<file path="src/rtl/core/compass_heading_averager_macros.svh">
// Assertion macros shared by the compass heading averager RTL.
`ifndef COMPASS_HEADING_AVERAGER_MACROS_SVH
`define COMPASS_HEADING_AVERAGER_MACROS_SVH

// Consequent must hold in the same cycle as the antecedent.
`define CHA_ASSERT_NOW(lbl, clk, rst, ante, cons, msg) \
   lbl: assert property (@(posedge clk) disable iff (rst) (ante) |-> (cons)) else $error(msg);

// Consequent must hold in the cycle after the antecedent.
`define CHA_ASSERT_NEXT(lbl, clk, rst, ante, cons, msg) \
   lbl: assert property (@(posedge clk) disable iff (rst) (ante) |=> (cons)) else $error(msg);

`endif

</file>
<file path="src/rtl/core/cha_pkg.sv">
// Shared constants, types and the arctangent table of the heading averager.
package cha_pkg;

   localparam int SAMPLES      = 10;
   localparam int CORDIC_STEPS = 16;
   localparam int ATAN_LEN     = 24;
   localparam int TARGET       = (SAMPLES < 1) ? 1 : SAMPLES;
   localparam int STEPS        = (CORDIC_STEPS > ATAN_LEN) ? ATAN_LEN : CORDIC_STEPS;

   localparam int RAW_W   = 12;
   localparam int DEC_W   = 16;
   localparam int DEG_W   = 9;
   localparam int NUM_W   = 15;
   localparam int SPAN_W  = 13;
   localparam int ONE_Q   = 14;
   localparam int QSAT_W  = 16;
   localparam int COMP_W  = 17;
   localparam int CORD_W  = 20;
   localparam int ANG_W   = 17;
   localparam int STEP_W  = $clog2(ATAN_LEN + 1);
   localparam int CNT_W   = $clog2(TARGET + 1);
   localparam int SUM_W   = 19 + $clog2(TARGET);

   localparam int DIV_N_W   = 32;
   localparam int DIV_D_W   = 22;
   localparam int DIV_CNT_W = $clog2(DIV_N_W);

   localparam int TURN      = 65536;
   localparam int HALF_TURN = TURN / 2;
   localparam int TOTAL     = TARGET * TURN;
   localparam int DEG_TURN  = 360;

   localparam int CSR_IDX_W  = 3;
   localparam int CSR_DATA_W = 16;

   typedef enum logic [CSR_IDX_W-1:0] {
      REG_X_LOW  = 3'd0,
      REG_X_HIGH = 3'd1,
      REG_Y_LOW  = 3'd2,
      REG_Y_HIGH = 3'd3,
      REG_DECL   = 3'd4
   } csr_reg_type;

   typedef enum logic [2:0] {
      ST_IDLE,
      ST_NORM,
      ST_CORDIC,
      ST_WRAP,
      ST_SCALE,
      ST_FINAL,
      ST_OUT
   } state_type;

   typedef struct packed {
      logic                    done;
      logic signed [ANG_W-1:0] angle;
   } cordic_rsp_type;

   // atan(2^-i) in binary angle units, rounded to nearest
   function automatic logic [ANG_W-1:0] atan_entry(input logic [STEP_W-1:0] idx);
      logic [ANG_W-1:0] v;
      unique case (idx)
         STEP_W'(0):  v = ANG_W'(8192);
         STEP_W'(1):  v = ANG_W'(4836);
         STEP_W'(2):  v = ANG_W'(2555);
         STEP_W'(3):  v = ANG_W'(1297);
         STEP_W'(4):  v = ANG_W'(651);
         STEP_W'(5):  v = ANG_W'(326);
         STEP_W'(6):  v = ANG_W'(163);
         STEP_W'(7):  v = ANG_W'(81);
         STEP_W'(8):  v = ANG_W'(41);
         STEP_W'(9):  v = ANG_W'(20);
         STEP_W'(10): v = ANG_W'(10);
         STEP_W'(11): v = ANG_W'(5);
         STEP_W'(12): v = ANG_W'(3);
         STEP_W'(13): v = ANG_W'(1);
         STEP_W'(14): v = ANG_W'(1);
         default:     v = '0;
      endcase
      return v;
   endfunction

endpackage

</file>
<file path="src/rtl/core/cha_div.sv">
// Bit-serial restoring divider, one quotient bit per cycle.
module cha_div (
   input  logic                        clock,
   input  logic                        reset,
   input  logic                        start,
   input  logic [cha_pkg::DIV_N_W-1:0] dividend,
   input  logic [cha_pkg::DIV_D_W-1:0] divisor,
   output logic                        done,
   output logic [cha_pkg::DIV_N_W-1:0] quotient
);

   logic [cha_pkg::DIV_N_W-1:0]   quo_ff, quo_in;
   logic [cha_pkg::DIV_D_W-1:0]   rem_ff, rem_in;
   logic [cha_pkg::DIV_D_W-1:0]   dvs_ff, dvs_in;
   logic [cha_pkg::DIV_CNT_W-1:0] cnt_ff, cnt_in;
   logic                          busy_ff, busy_in;
   logic                          done_ff, done_in;
   logic [cha_pkg::DIV_D_W:0]     trial;

   assign trial = {rem_ff, quo_ff[cha_pkg::DIV_N_W-1]};

   always_comb begin
      quo_in  = quo_ff;
      rem_in  = rem_ff;
      dvs_in  = dvs_ff;
      cnt_in  = cnt_ff;
      busy_in = busy_ff;
      done_in = 1'b0;
      if (start) begin
         quo_in  = dividend;
         rem_in  = '0;
         dvs_in  = divisor;
         cnt_in  = '0;
         busy_in = 1'b1;
      end else if (busy_ff) begin
         // shift in the next dividend bit, subtract where it fits
         if (trial >= {1'b0, dvs_ff}) begin
            rem_in = cha_pkg::DIV_D_W'(trial - {1'b0, dvs_ff});
            quo_in = {quo_ff[cha_pkg::DIV_N_W-2:0], 1'b1};
         end else begin
            rem_in = trial[cha_pkg::DIV_D_W-1:0];
            quo_in = {quo_ff[cha_pkg::DIV_N_W-2:0], 1'b0};
         end
         cnt_in = cnt_ff + 1'b1;
         if (cnt_ff == cha_pkg::DIV_CNT_W'(cha_pkg::DIV_N_W - 1)) begin
            busy_in = 1'b0;
            done_in = 1'b1;
         end
      end
   end

   always_ff @(posedge clock) begin
      if (reset) begin
         busy_ff <= 1'b0;
         done_ff <= 1'b0;
         cnt_ff  <= '0;
      end else begin
         busy_ff <= busy_in;
         done_ff <= done_in;
         cnt_ff  <= cnt_in;
      end
      quo_ff <= quo_in;
      rem_ff <= rem_in;
      dvs_ff <= dvs_in;
   end

   assign done     = done_ff;
   assign quotient = quo_ff;

endmodule

</file>
<file path="src/rtl/core/cha_cordic.sv">
// Iterative vectoring CORDIC: atan2 in binary angle units, one step per cycle.
module cha_cordic (
   input  logic                              clock,
   input  logic                              reset,
   input  logic                              start,
   input  logic signed [cha_pkg::COMP_W-1:0] x_in,
   input  logic signed [cha_pkg::COMP_W-1:0] y_in,
   output cha_pkg::cordic_rsp_type           rsp
);

   logic signed [cha_pkg::CORD_W-1:0] x_ff, x_in_v, y_ff, y_in_v;
   logic signed [cha_pkg::CORD_W-1:0] x_sh, y_sh;
   logic signed [cha_pkg::ANG_W:0]    z_ff, z_in, step_ang;
   logic [cha_pkg::STEP_W-1:0]        step_ff, step_in;
   logic                              busy_ff, busy_in;
   logic                              done_ff, done_in;

   assign x_sh     = x_ff >>> step_ff;
   assign y_sh     = y_ff >>> step_ff;
   assign step_ang = $signed({1'b0, cha_pkg::atan_entry(step_ff)});

   always_comb begin
      x_in_v  = x_ff;
      y_in_v  = y_ff;
      z_in    = z_ff;
      step_in = step_ff;
      busy_in = busy_ff;
      done_in = 1'b0;
      if (start) begin
         step_in = '0;
         x_in_v  = cha_pkg::CORD_W'(x_in);
         y_in_v  = cha_pkg::CORD_W'(y_in);
         z_in    = '0;
         if (x_in == '0 && y_in == '0) begin
            done_in = 1'b1;
         end else begin
            busy_in = 1'b1;
            // left half plane: turn by half a turn first
            if (x_in < 0) begin
               z_in   = (y_in >= 0) ? (cha_pkg::ANG_W + 1)'(cha_pkg::HALF_TURN)
                                    : -(cha_pkg::ANG_W + 1)'(cha_pkg::HALF_TURN);
               x_in_v = -cha_pkg::CORD_W'(x_in);
               y_in_v = -cha_pkg::CORD_W'(y_in);
            end
         end
      end else if (busy_ff) begin
         if (y_ff >= 0) begin
            x_in_v = x_ff + y_sh;
            y_in_v = y_ff - x_sh;
            z_in   = z_ff + step_ang;
         end else begin
            x_in_v = x_ff - y_sh;
            y_in_v = y_ff + x_sh;
            z_in   = z_ff - step_ang;
         end
         step_in = step_ff + 1'b1;
         if (step_ff == cha_pkg::STEP_W'(cha_pkg::STEPS - 1)) begin
            busy_in = 1'b0;
            done_in = 1'b1;
         end
      end
   end

   always_ff @(posedge clock) begin
      if (reset) begin
         busy_ff <= 1'b0;
         done_ff <= 1'b0;
         step_ff <= '0;
      end else begin
         busy_ff <= busy_in;
         done_ff <= done_in;
         step_ff <= step_in;
      end
      x_ff <= x_in_v;
      y_ff <= y_in_v;
      z_ff <= z_in;
   end

   // clamp into one half turn either way
   always_comb begin
      rsp.done = done_ff;
      if (z_ff < -(cha_pkg::ANG_W + 1)'(cha_pkg::HALF_TURN)) begin
         rsp.angle = -cha_pkg::ANG_W'(cha_pkg::HALF_TURN);
      end else if (z_ff > (cha_pkg::ANG_W + 1)'(cha_pkg::HALF_TURN)) begin
         rsp.angle = cha_pkg::ANG_W'(cha_pkg::HALF_TURN);
      end else begin
         rsp.angle = z_ff[cha_pkg::ANG_W-1:0];
      end
   end

endmodule

</file>
<file path="src/rtl/core/compass_heading_averager.sv">
// Top level of the averaged magnetometer heading block.
//
// Input channel req_*: one raw X/Y sample per beat (valid/ready). Each sample
// is scaled per axis by the calibration span with a 32-step serial divider,
// turned into an angle by a 16-step CORDIC and added, with the declination,
// into a running sum. The divider and then the CORDIC work one step per cycle
// each; the CORDIC takes no steps when both components are zero. The block
// takes no new sample until it is through with the last one.
// Result channel rsp_*: after every SAMPLES samples one beat carries the mean
// heading in whole degrees, 0..359. The sample that completes a set then passes
// through wrap, scale, a second 32-step divide and output load before the
// result shows.
// The result sits in an output register; the next sample is taken while it
// waits. If the receiver still holds off when the next result is ready, the
// block stalls on that result and takes no new sample until it moves.
// Configuration port csr_*: single-cycle register writes; the user must write
// only while idle, which the block does not enforce. Reset clears the sum and
// count, restores the calibration defaults and drops any pending result.
`include "compass_heading_averager_macros.svh"

module compass_heading_averager (
   input  logic                             clock,
   input  logic                             reset,
   input  logic                             req_valid,
   output logic                             req_ready,
   input  logic signed [cha_pkg::RAW_W-1:0] req_x_raw,
   input  logic signed [cha_pkg::RAW_W-1:0] req_y_raw,
   output logic                             rsp_valid,
   input  logic                             rsp_ready,
   output logic [cha_pkg::DEG_W-1:0]        rsp_heading_deg,
   input  logic                             csr_wr_en,
   input  logic [cha_pkg::CSR_IDX_W-1:0]    csr_index,
   input  logic [cha_pkg::CSR_DATA_W-1:0]   csr_wr_data
);

   cha_pkg::state_type state_ff, state_in;

   logic signed [cha_pkg::RAW_W-1:0] x_low_ff, x_high_ff, y_low_ff, y_high_ff;
   logic signed [cha_pkg::DEC_W-1:0] decl_ff;

   logic signed [cha_pkg::SUM_W-1:0] sum_ff, sum_in;
   logic [cha_pkg::CNT_W-1:0]        count_ff, count_in;
   logic [cha_pkg::SUM_W-1:0]        wrap_ff, wrap_in;
   logic                             x_neg_ff, x_neg_in, x_ok_ff, x_ok_in;
   logic                             y_neg_ff, y_neg_in, y_ok_ff, y_ok_in;
   logic                             rsp_valid_ff, rsp_valid_in;
   logic [cha_pkg::DEG_W-1:0]        rsp_deg_ff, rsp_deg_in;

   logic req_accept, div_x_start, div_y_start, cordic_start, out_load;

   logic signed [cha_pkg::NUM_W-1:0]  x_num, y_num;
   logic signed [cha_pkg::SPAN_W-1:0] x_span, y_span;
   logic [cha_pkg::NUM_W-1:0]         x_mag, y_mag;
   logic [cha_pkg::DIV_N_W-1:0]       div_x_dividend, div_y_dividend, scaled;
   logic [cha_pkg::DIV_D_W-1:0]       div_x_divisor, div_y_divisor;
   logic [cha_pkg::DIV_N_W-1:0]       div_x_quo, div_y_quo;
   logic                              div_x_done, div_y_done;
   logic [cha_pkg::QSAT_W-1:0]        x_qsat, y_qsat;
   logic signed [cha_pkg::COMP_W-1:0] x_comp, y_comp;
   cha_pkg::cordic_rsp_type           cordic_rsp;
   logic [cha_pkg::DEG_W-1:0]         deg_val;

   assign req_accept = req_valid && req_ready;

   // numerator 2*(raw-low) - span == 2*raw - low - high
   assign x_num  = (cha_pkg::NUM_W'(req_x_raw) <<< 1) - cha_pkg::NUM_W'(x_low_ff)
                 - cha_pkg::NUM_W'(x_high_ff);
   assign y_num  = (cha_pkg::NUM_W'(req_y_raw) <<< 1) - cha_pkg::NUM_W'(y_low_ff)
                 - cha_pkg::NUM_W'(y_high_ff);
   assign x_span = cha_pkg::SPAN_W'(x_high_ff) - cha_pkg::SPAN_W'(x_low_ff);
   assign y_span = cha_pkg::SPAN_W'(y_high_ff) - cha_pkg::SPAN_W'(y_low_ff);
   assign x_mag  = (x_num < 0) ? cha_pkg::NUM_W'(-x_num) : cha_pkg::NUM_W'(x_num);
   assign y_mag  = (y_num < 0) ? cha_pkg::NUM_W'(-y_num) : cha_pkg::NUM_W'(y_num);

   // s*360 as shifts and adds
   assign scaled = (cha_pkg::DIV_N_W'(wrap_ff) << 8) + (cha_pkg::DIV_N_W'(wrap_ff) << 6)
                 + (cha_pkg::DIV_N_W'(wrap_ff) << 5) + (cha_pkg::DIV_N_W'(wrap_ff) << 3);

   // X divider also serves the final degree scaling
   always_comb begin
      if (state_ff == cha_pkg::ST_SCALE) begin
         div_x_dividend = scaled;
         div_x_divisor  = cha_pkg::DIV_D_W'(cha_pkg::TOTAL);
      end else begin
         div_x_dividend = cha_pkg::DIV_N_W'({x_mag, cha_pkg::ONE_Q'(0)});
         div_x_divisor  = cha_pkg::DIV_D_W'($unsigned(x_span));
      end
   end
   assign div_y_dividend = cha_pkg::DIV_N_W'({y_mag, cha_pkg::ONE_Q'(0)});
   assign div_y_divisor  = cha_pkg::DIV_D_W'($unsigned(y_span));

   cha_div u_div_x (
      .clock    (clock),
      .reset    (reset),
      .start    (div_x_start),
      .dividend (div_x_dividend),
      .divisor  (div_x_divisor),
      .done     (div_x_done),
      .quotient (div_x_quo)
   );

   cha_div u_div_y (
      .clock    (clock),
      .reset    (reset),
      .start    (div_y_start),
      .dividend (div_y_dividend),
      .divisor  (div_y_divisor),
      .done     (div_y_done),
      .quotient (div_y_quo)
   );

   // saturate magnitude, restore sign, zero on a bad span
   assign x_qsat = (|div_x_quo[cha_pkg::DIV_N_W-1:cha_pkg::QSAT_W]) ? '1
                 : div_x_quo[cha_pkg::QSAT_W-1:0];
   assign y_qsat = (|div_y_quo[cha_pkg::DIV_N_W-1:cha_pkg::QSAT_W]) ? '1
                 : div_y_quo[cha_pkg::QSAT_W-1:0];
   assign x_comp = !x_ok_ff ? '0 : x_neg_ff ? -cha_pkg::COMP_W'(x_qsat)
                                            : cha_pkg::COMP_W'(x_qsat);
   assign y_comp = !y_ok_ff ? '0 : y_neg_ff ? -cha_pkg::COMP_W'(y_qsat)
                                            : cha_pkg::COMP_W'(y_qsat);

   cha_cordic u_cordic (
      .clock (clock),
      .reset (reset),
      .start (cordic_start),
      .x_in  (x_comp),
      .y_in  (y_comp),
      .rsp   (cordic_rsp)
   );

   // a full turn reads as zero degrees
   assign deg_val = (div_x_quo >= cha_pkg::DIV_N_W'(cha_pkg::DEG_TURN)) ? '0
                  : div_x_quo[cha_pkg::DEG_W-1:0];

   // next state
   always_comb begin
      state_in = state_ff;
      unique case (state_ff)
         cha_pkg::ST_IDLE: begin
            if (req_accept) state_in = cha_pkg::ST_NORM;
         end
         cha_pkg::ST_NORM: begin
            if (div_x_done && div_y_done) state_in = cha_pkg::ST_CORDIC;
         end
         cha_pkg::ST_CORDIC: begin
            if (cordic_rsp.done) begin
               if (count_ff == cha_pkg::CNT_W'(cha_pkg::TARGET - 1)) begin
                  state_in = cha_pkg::ST_WRAP;
               end else begin
                  state_in = cha_pkg::ST_IDLE;
               end
            end
         end
         cha_pkg::ST_WRAP:  state_in = cha_pkg::ST_SCALE;
         cha_pkg::ST_SCALE: state_in = cha_pkg::ST_FINAL;
         cha_pkg::ST_FINAL: begin
            if (div_x_done) state_in = cha_pkg::ST_OUT;
         end
         cha_pkg::ST_OUT: begin
            if (out_load) state_in = cha_pkg::ST_IDLE;
         end
         default: state_in = cha_pkg::ST_IDLE;
      endcase
   end

   // control outputs
   always_comb begin
      req_ready    = (state_ff == cha_pkg::ST_IDLE);
      div_x_start  = req_accept || (state_ff == cha_pkg::ST_SCALE);
      div_y_start  = req_accept;
      cordic_start = (state_ff == cha_pkg::ST_NORM) && div_x_done && div_y_done;
      out_load     = (state_ff == cha_pkg::ST_OUT) && (!rsp_valid_ff || rsp_ready);
   end

   // datapath
   always_comb begin
      sum_in   = sum_ff;
      count_in = count_ff;
      wrap_in  = wrap_ff;
      x_neg_in = x_neg_ff;
      x_ok_in  = x_ok_ff;
      y_neg_in = y_neg_ff;
      y_ok_in  = y_ok_ff;
      if (req_accept) begin
         x_neg_in = (x_num < 0);
         y_neg_in = (y_num < 0);
         x_ok_in  = (x_span > 0);
         y_ok_in  = (y_span > 0);
      end
      if (state_ff == cha_pkg::ST_CORDIC && cordic_rsp.done) begin
         sum_in   = sum_ff + cha_pkg::SUM_W'(cordic_rsp.angle) + cha_pkg::SUM_W'(decl_ff);
         count_in = count_ff + 1'b1;
      end
      if (state_ff == cha_pkg::ST_WRAP) begin
         if (sum_ff < 0) begin
            wrap_in = $unsigned(sum_ff + $signed(cha_pkg::SUM_W'(cha_pkg::TOTAL)));
         end else if (sum_ff > $signed(cha_pkg::SUM_W'(cha_pkg::TOTAL))) begin
            wrap_in = $unsigned(sum_ff - $signed(cha_pkg::SUM_W'(cha_pkg::TOTAL)));
         end else begin
            wrap_in = $unsigned(sum_ff);
         end
         sum_in   = '0;
         count_in = '0;
      end
      rsp_valid_in = rsp_valid_ff && !rsp_ready;
      rsp_deg_in   = rsp_deg_ff;
      if (out_load) begin
         rsp_valid_in = 1'b1;
         rsp_deg_in   = deg_val;
      end
   end

   always_ff @(posedge clock) begin
      if (reset) begin
         state_ff     <= cha_pkg::ST_IDLE;
         sum_ff       <= '0;
         count_ff     <= '0;
         rsp_valid_ff <= 1'b0;
         x_low_ff     <= -cha_pkg::RAW_W'(2048);
         x_high_ff    <= cha_pkg::RAW_W'(2047);
         y_low_ff     <= -cha_pkg::RAW_W'(2048);
         y_high_ff    <= cha_pkg::RAW_W'(2047);
         decl_ff      <= '0;
      end else begin
         state_ff     <= state_in;
         sum_ff       <= sum_in;
         count_ff     <= count_in;
         rsp_valid_ff <= rsp_valid_in;
         if (csr_wr_en) begin
            unique case (csr_index)
               cha_pkg::REG_X_LOW:  x_low_ff  <= csr_wr_data[cha_pkg::RAW_W-1:0];
               cha_pkg::REG_X_HIGH: x_high_ff <= csr_wr_data[cha_pkg::RAW_W-1:0];
               cha_pkg::REG_Y_LOW:  y_low_ff  <= csr_wr_data[cha_pkg::RAW_W-1:0];
               cha_pkg::REG_Y_HIGH: y_high_ff <= csr_wr_data[cha_pkg::RAW_W-1:0];
               cha_pkg::REG_DECL:   decl_ff   <= csr_wr_data[cha_pkg::DEC_W-1:0];
               default: ;
            endcase
         end
      end
      wrap_ff    <= wrap_in;
      x_neg_ff   <= x_neg_in;
      x_ok_ff    <= x_ok_in;
      y_neg_ff   <= y_neg_in;
      y_ok_ff    <= y_ok_in;
      rsp_deg_ff <= rsp_deg_in;
   end

   assign rsp_valid       = rsp_valid_ff;
   assign rsp_heading_deg = rsp_deg_ff;

   `CHA_ASSERT_NOW(a_deg_range, clock, reset, rsp_valid, rsp_heading_deg < cha_pkg::DEG_W'(cha_pkg::DEG_TURN), "heading beyond one turn")
   `CHA_ASSERT_NOW(a_count_range, clock, reset, 1'b1, count_ff <= cha_pkg::CNT_W'(cha_pkg::TARGET), "sample count past set size")
   `CHA_ASSERT_NEXT(a_busy_after_accept, clock, reset, req_valid && req_ready, !req_ready, "sample taken while busy")

endmodule

</file>
<file path="config.mk">
export PLATFORM = sky130hd
export DESIGN_NAME = compass_heading_averager
export DESIGN_NICKNAME = d
export VERILOG_FILES = /design/src/rtl/core/cha_pkg.sv /design/src/rtl/core/cha_div.sv /design/src/rtl/core/cha_cordic.sv /design/src/rtl/core/compass_heading_averager.sv
export VERILOG_INCLUDE_DIRS = /design/src /design/src/rtl/core
export SDC_FILE = /design/constraint.sdc
export NUM_CORES = 1
export LEC_CHECK = 0
export BUFFER_PORTS_ARGS = -buffer_cell sky130_fd_sc_hd__buf_2
export CELL_PAD_IN_SITES_DETAIL_PLACEMENT = 1
export CELL_PAD_IN_SITES_GLOBAL_PLACEMENT = 2
export CORE_MARGIN = 3
export CORE_UTILIZATION = 44
export DETAILED_ROUTE_END_ITERATION = 7
export PLACE_DENSITY_LB_ADDON = 0.05
export SYNTH_ARGS = -nofsm -noshare
export SYNTH_HDL_FRONTEND = slang
export SYNTH_SLANG_ARGS = --single-unit
</file>
<file path="constraint.sdc">
create_clock -name clock -period 9.8 [get_ports clock]
set_input_delay 2.94 -clock clock [delete_from_list [all_inputs] [get_ports clock]]
set_output_delay 2.94 -clock clock [all_outputs]
set_load 0.03 [all_outputs]
</file>
# Yosys cells after proc, flatten, opt, wreduce, memory -nomap -nowiden
# Memory sizes are Yosys's and may differ from the RTL's. A register that Yosys moved wholly into a read port is not among the register bits.
# Index checks and enable logic that the tools add are counted.
# W data, S select, Z words.
[op_classes]
eq_ne = 20
bitwise_logic = 2
n_reduce_logical = 33
shift = 2
muxes = 65
add_sub_neg = 31
n_lt_le_gt_ge = 14
[ops]
columns = ["operator", "count"]
rows = [
  ["$mux W20", 11],
  ["$mux W17", 7],
  ["$mux W18", 6],
  ["$mux W32", 3],
  ["$mux W29", 2],
  ["$mux W23", 2],
  ["$mux W22", 2],
  ["$add A20 B20 Y20", 2],
  ["$neg A17 Y20", 2],
  ["$sshr A20 B5 Y20", 2],
  ["$sub A20 B20 Y20", 2],
  ["$logic_not A17 Y1", 2],
  ["$neg A16 Y17", 2],
  ["$add A31 B29 Y32", 1],
  ["$add A32 B26 Y32", 1],
  ["$add A32 B28 Y32", 1],
  ["$ge A32 B9 Y1 const B", 1],
  ["$mux W16", 2],
  ["$reduce_or A16 Y1", 2],
  ["$lt A15 B1 Y1 const B", 2],
  ["$mux W15", 2],
  ["$neg A15 Y15", 2],
  ["$sub A14 B12 Y15", 2],
  ["$sub A13 B12 Y14", 2],
  ["other kinds (44)", 104],
]
[word_totals]
mem_bits_ro = 224
inputBits = 48
reg_bits = 353
output_inout_bits = 11
n_memories = 1
[memory_table]
columns = ["name", "depth", "width", "read_ports", "rd_clocked_by_memory_dff", "wr", "line", "text"]
rows = [
  ["(no name shown)", 16, 14, 1, 1, 0, "cha_pkg.sv:62", "unique case (idx)"],
]

# Longest topological paths before layout
[logic_depth]
depth_word = 10
depth_mapped = 24
ltp_nobuf = 20

# By module
# A second synthesis with hierarchy kept.
[hier_totals]
hier_cells = 3723
hier_area_um2 = 33209.4
[by_module_without_submodules]
columns = ["module", "instances", "area_each_um2", "cells_per_inst"]
rows = [
  ["compass_heading_averager", 1, 14022.2, 1723],
  ["cha_cordic", 1, 10156.0, 1182],
  ["cha_div (u_div_x)", 1, 4560.6, 418],
  ["cha_div (u_div_y)", 1, 4470.5, 400],
]

# Worst setup path before layout
# No wires, ideal clock.
[synth_timing]
path_kind = "input -> register"
startpoint = "in req_y_raw[1] (netlist name)"
endpoint = "reg u_div_y.quo_ff (netlist bit u_div_y.quotient[27]) (data pin)"
t_required_ps = 9536
setup_slack_ps = 3362
cell_stages = 11
arrival_time_ps = 6174
path_buffers = 0
cell_sequence = "fa_1 ha_1 a21oi_1 a21oi_1 o311a_1 a2111oi_0 o211ai_1 or4_1 o41ai_1 xor2_1 o21ai_1"
[synth_via]
elab_chain_cells = 5
elab_cells_between_ends = 6
[synth_lines]
columns = ["item", "line", "text"]
rows = [
  ["start, declared", "compass_heading_averager.sv:27", "input logic signed [cha_pkg::RAW_W-1:0] req_y_raw,"],
  ["$sub A13 B12 Y14 (*)", "compass_heading_averager.sv:68", "assign y_num = (cha_pkg::NUM_W'(req_y_raw) <<< 1) - cha_pkg::NUM_W'(y_low_ff)"],
  ["$sub A14 B12 Y15 (*)", "compass_heading_averager.sv:69", "- cha_pkg::NUM_W'(y_high_ff);"],
  ["$neg A15 Y15 or $lt A15 B1 Y1 (tied branches)", "compass_heading_averager.sv:73", "assign y_mag = (y_num < 0) ? cha_pkg::NUM_W'(-y_num) : cha_pkg::NUM_W'(y_num);"],
  ["$mux W15 (*)", "compass_heading_averager.sv:73", ""],
  ["$mux W29 (*)", "cha_div.sv:29", "if (start) begin"],
  ["named net u_div_y.quo_in (one bit)", "cha_div.sv:12", "logic [cha_pkg::DIV_N_W-1:0] quo_ff, quo_in;"],
  ["end signal, assigned", "cha_div.sv:62", "quo_ff <= quo_in;"],
  ["end, declared", "cha_div.sv:12", ""],
]
# Mark *: on every way through the listed nets, which the timed path passes. The rest lies on a longest branch.
# A chain may end at the register's enable or synchronous reset.

# Worst setup path after layout
# Same ends and word-level chain as after synthesis.

==> impl_metrics.yaml <==
route:
  routedWlPerCell_um: 21.2
  drtPass1Iterations: 6
  vias: 26947
  viasPerCell: 5.96
  drc: 0
  drtIter0Drc: 1690
  wl_mm: 95.9
  ant_nets: 0
sta:
  slew_violations: 0
  finalHoldViolCount: 0
  fin_crit_sh: 0.668
  period_needed_ps: 6550
  max_freq_mhz: 153
  fin_skew_ps: 23.2
  worstMarginPinSlew_ps: 1070
  fin_tns_setup_ps: 0
  relSlewSlack: 0.267
  finalSetupViolCount: 0
  rsz0062_at_grt: "false"
setup_path:
  start_kind: "input port"
  required_ps: 10130
  worstSetupPathType: "input port to register"
  r2r_start: "u_cordic.step_ff[1]"
  crit_end: "u_div_y.quotient[27]"
  cp-startpoint: "req_y_raw[1]"
  timing.reg2reg.setup_slack_ps: 3390
  endpoint_kind: "register"
  cp.arrival_ps: 6880
  reg2reg_to: "u_cordic.y_ff[18]"
  worstPathMaxFanout: 4
  reg2reg_depth: 18
synth:
  netlist_top_cells_area: "edfxtp_1 (16%), dfxtp_1 (12%), ha_1 (9.8%)"
  yosys_warnings: 0
  synth_top_area_share: 0.162
  yosysSeqAreaShare: 0.285
  yosys.area.top_type: "edfxtp_1"
  avgSynthCellArea_um2: 8.71
  synth.net_count: 3961
  synthArstFlopShare: 0
  synth_edf_count: 168
  syn-cell-area_um2: 31100
  ys_seq_elements: 359
  ys.flop_type: "dfxtp_1"
  synthCells: 3575
  synthDistinctLibCells: 94
clock_network:
  ctsHoldBuffers: 0
  cts_made_buffers: 46
  cts_buffer_depth: 3
  cts_sinks: 359
  postCtsSetupRepairBufs: 0
  cts_resized: 0
  clk_latency_ps: 600
  clk_pin_slew_ps: 60
  cts_tree: "done"
  htree_num_levels: 2
  root_buffer: "clkbuf_16"
grt:
  antenna_found_initial: 1
  overflow: 0
  grt_pass1_vias: 27816
  grt_max_degree: 77
  track_usage: 0.256
  grt_pass1_wl_mm: 155
die:
  die_w_um: 272
  die-height_um: 272
  rows: 96
  start_util: 0.449
  core_region_area_um2: 69300
  boundaryPins: 59
  die_area_um2: 74000
finish:
  final_common_cell: "nor2_1"
  nFillCells: 8180
  fin_nets: 3938
  fin_cells: 4520
  final_cell_mix: "nor2_1 (332), nand2_1 (326), a21oi_1 (265), ha_1 (243), o21ai_0 (216)"
  insertedDiodeCount: 0
  area_delta_synth_final_pct: 8.55
  design_area_um2: 33800
  drive_above_1_share: 0.0733
pwr:
  ir_drop_mv: 0.118
  powerDensity_nw_per_um2: 138
  p_leak_nw: 13.5
status:
  run_status: "finished, final reports clean"
job:
  maxCapViolations: 0
placement:
  place_area_um2: 32100
  placedCellCount: 4435
  dp.final_hpwl_mm: 73.0
  gp_congestion: 0.881
  port_buffers: 58
hold_path:
  hold_path_class: "register to register"
## cells in the mapped netlist (all sizes together) (33+ instances only)
cell type	number
xor2	116
mux2i	78
edfxtp	168
o21ai	218
nand2b	48
a211oi	65
nor2	334
o21a	33
o31ai	33
xnor2	131
nand2	327
inv	209
nor4	35
dfxtp	191
clkbuf	118
or3	33
a31oi	38
a21o	43
o211ai	39
a21oi	265
nand3	78
and2	51
ha	243
buf	38
fa	95
nor3	88
mux4	40
## worst min path at each step
stage                  end  slack, ps  cells past startpoint        start
6_report       x_low_ff[9]        450                      2  x_low_ff[9]
5_1_grt        y_low_ff[5]        480                      2  y_low_ff[5]
4_1_cts        x_low_ff[9]        460                      2  x_low_ff[9]
3_5_place_dp   x_low_ff[9]        450                      2  x_low_ff[9]
3_3_place_gp   y_low_ff[5]        440                      2  y_low_ff[5]
2_1_floorplan   decl_ff[0]        440                      2   decl_ff[0]
## metal layers
layer / global-route usage / up-vias / routed length, um
li1: - / 12927 / -
met1: 0.355 / 13502 / 45300
met2: 0.431 / 393 / 45400
met3: 0.0211 / 125 / 2620
met4: 0.0693 / 0 / 2480
met5: 0 / - / 0
## layout make-up
cell class / count / area (um^2) / share of cell area
clock buffers: 59 / 1330 / 0.0392
multi-input cells: 2844 / 20800 / 0.615
inverters: 216 / 811 / 0.0240
repair buffers: 85 / 493 / 0.0146
flip-flops and latches: 359 / 8870 / 0.263
well taps: 931 / 1160 / 0.0345
clock inverters: 26 / 330 / 0.00978
## logic make-up (layout without fill, tap and decap cells)
kind of cell             after synthesis  after routing  share of synthesized area
AND/OR/NAND/NOR                     1183           1183                      0.183
multiplexers                         132            132                     0.0593
buffers and inverters                372            386                     0.0476
flip-flops                           359            359                      0.285
AO/OA/AOI/OAI                        944            944                      0.196
XOR/XNOR                             247            247                     0.0695
adder cells (fa/ha/maj)              338            338                      0.159
## report_power, final
| part | switching, W | internal [W] |
|---|---|---|
| sequential | 0.000104 | 0.00168 |
| combinational | 0.000625 | 0.000401 |
| clock | 0.000727 | 0.00112 |
## sequential cells by signal (all words and copies together), names as in the netlist, 13 cells and up, named ones only
| signal | cells |
|---|---|
| u_div_x.dvs_ff | 14 |
| u_cordic.z_ff | 18 |
| u_div_x.rem_ff | 22 |
| sum_ff | 23 |
| u_cordic.x_ff | 20 |
| decl_ff | 16 |
| u_div_y.rem_ff | 22 |
| u_div_y.dvs_ff | 13 |
| u_div_y.quotient | 32 |
| u_cordic.y_ff | 20 |
| u_div_x.quotient | 32 |
| wrap_ff | 23 |
## critical path, cell delays in order
cell	delay, ps
buf_2	110
fa_1	470
ha_1	370
a21oi_1	200
a21oi_1	160
o311a_1	360
a2111oi_0	740
o211ai_1	330
or4_1	540
o41ai_1	400
xor2_1	190
o21ai_1	70
## stage by stage
stage | setup WS, ps | hold WS [ps] | total power, W | util
after global placement | 2800 | 443 | 0.00279 | 0.464
after CTS | 3350 | 459 | 0.00471 | 0.487
after detailed placement | 2730 | 451 | 0.00283 | 0.464
after floorplan | 3360 | 436 | 0.00255 | -
after global routing | 3060 | 476 | 0.00491 | 0.487
final | 3250 | 454 | 0.00466 | 0.487
Power figures use the tool's default switching activity.
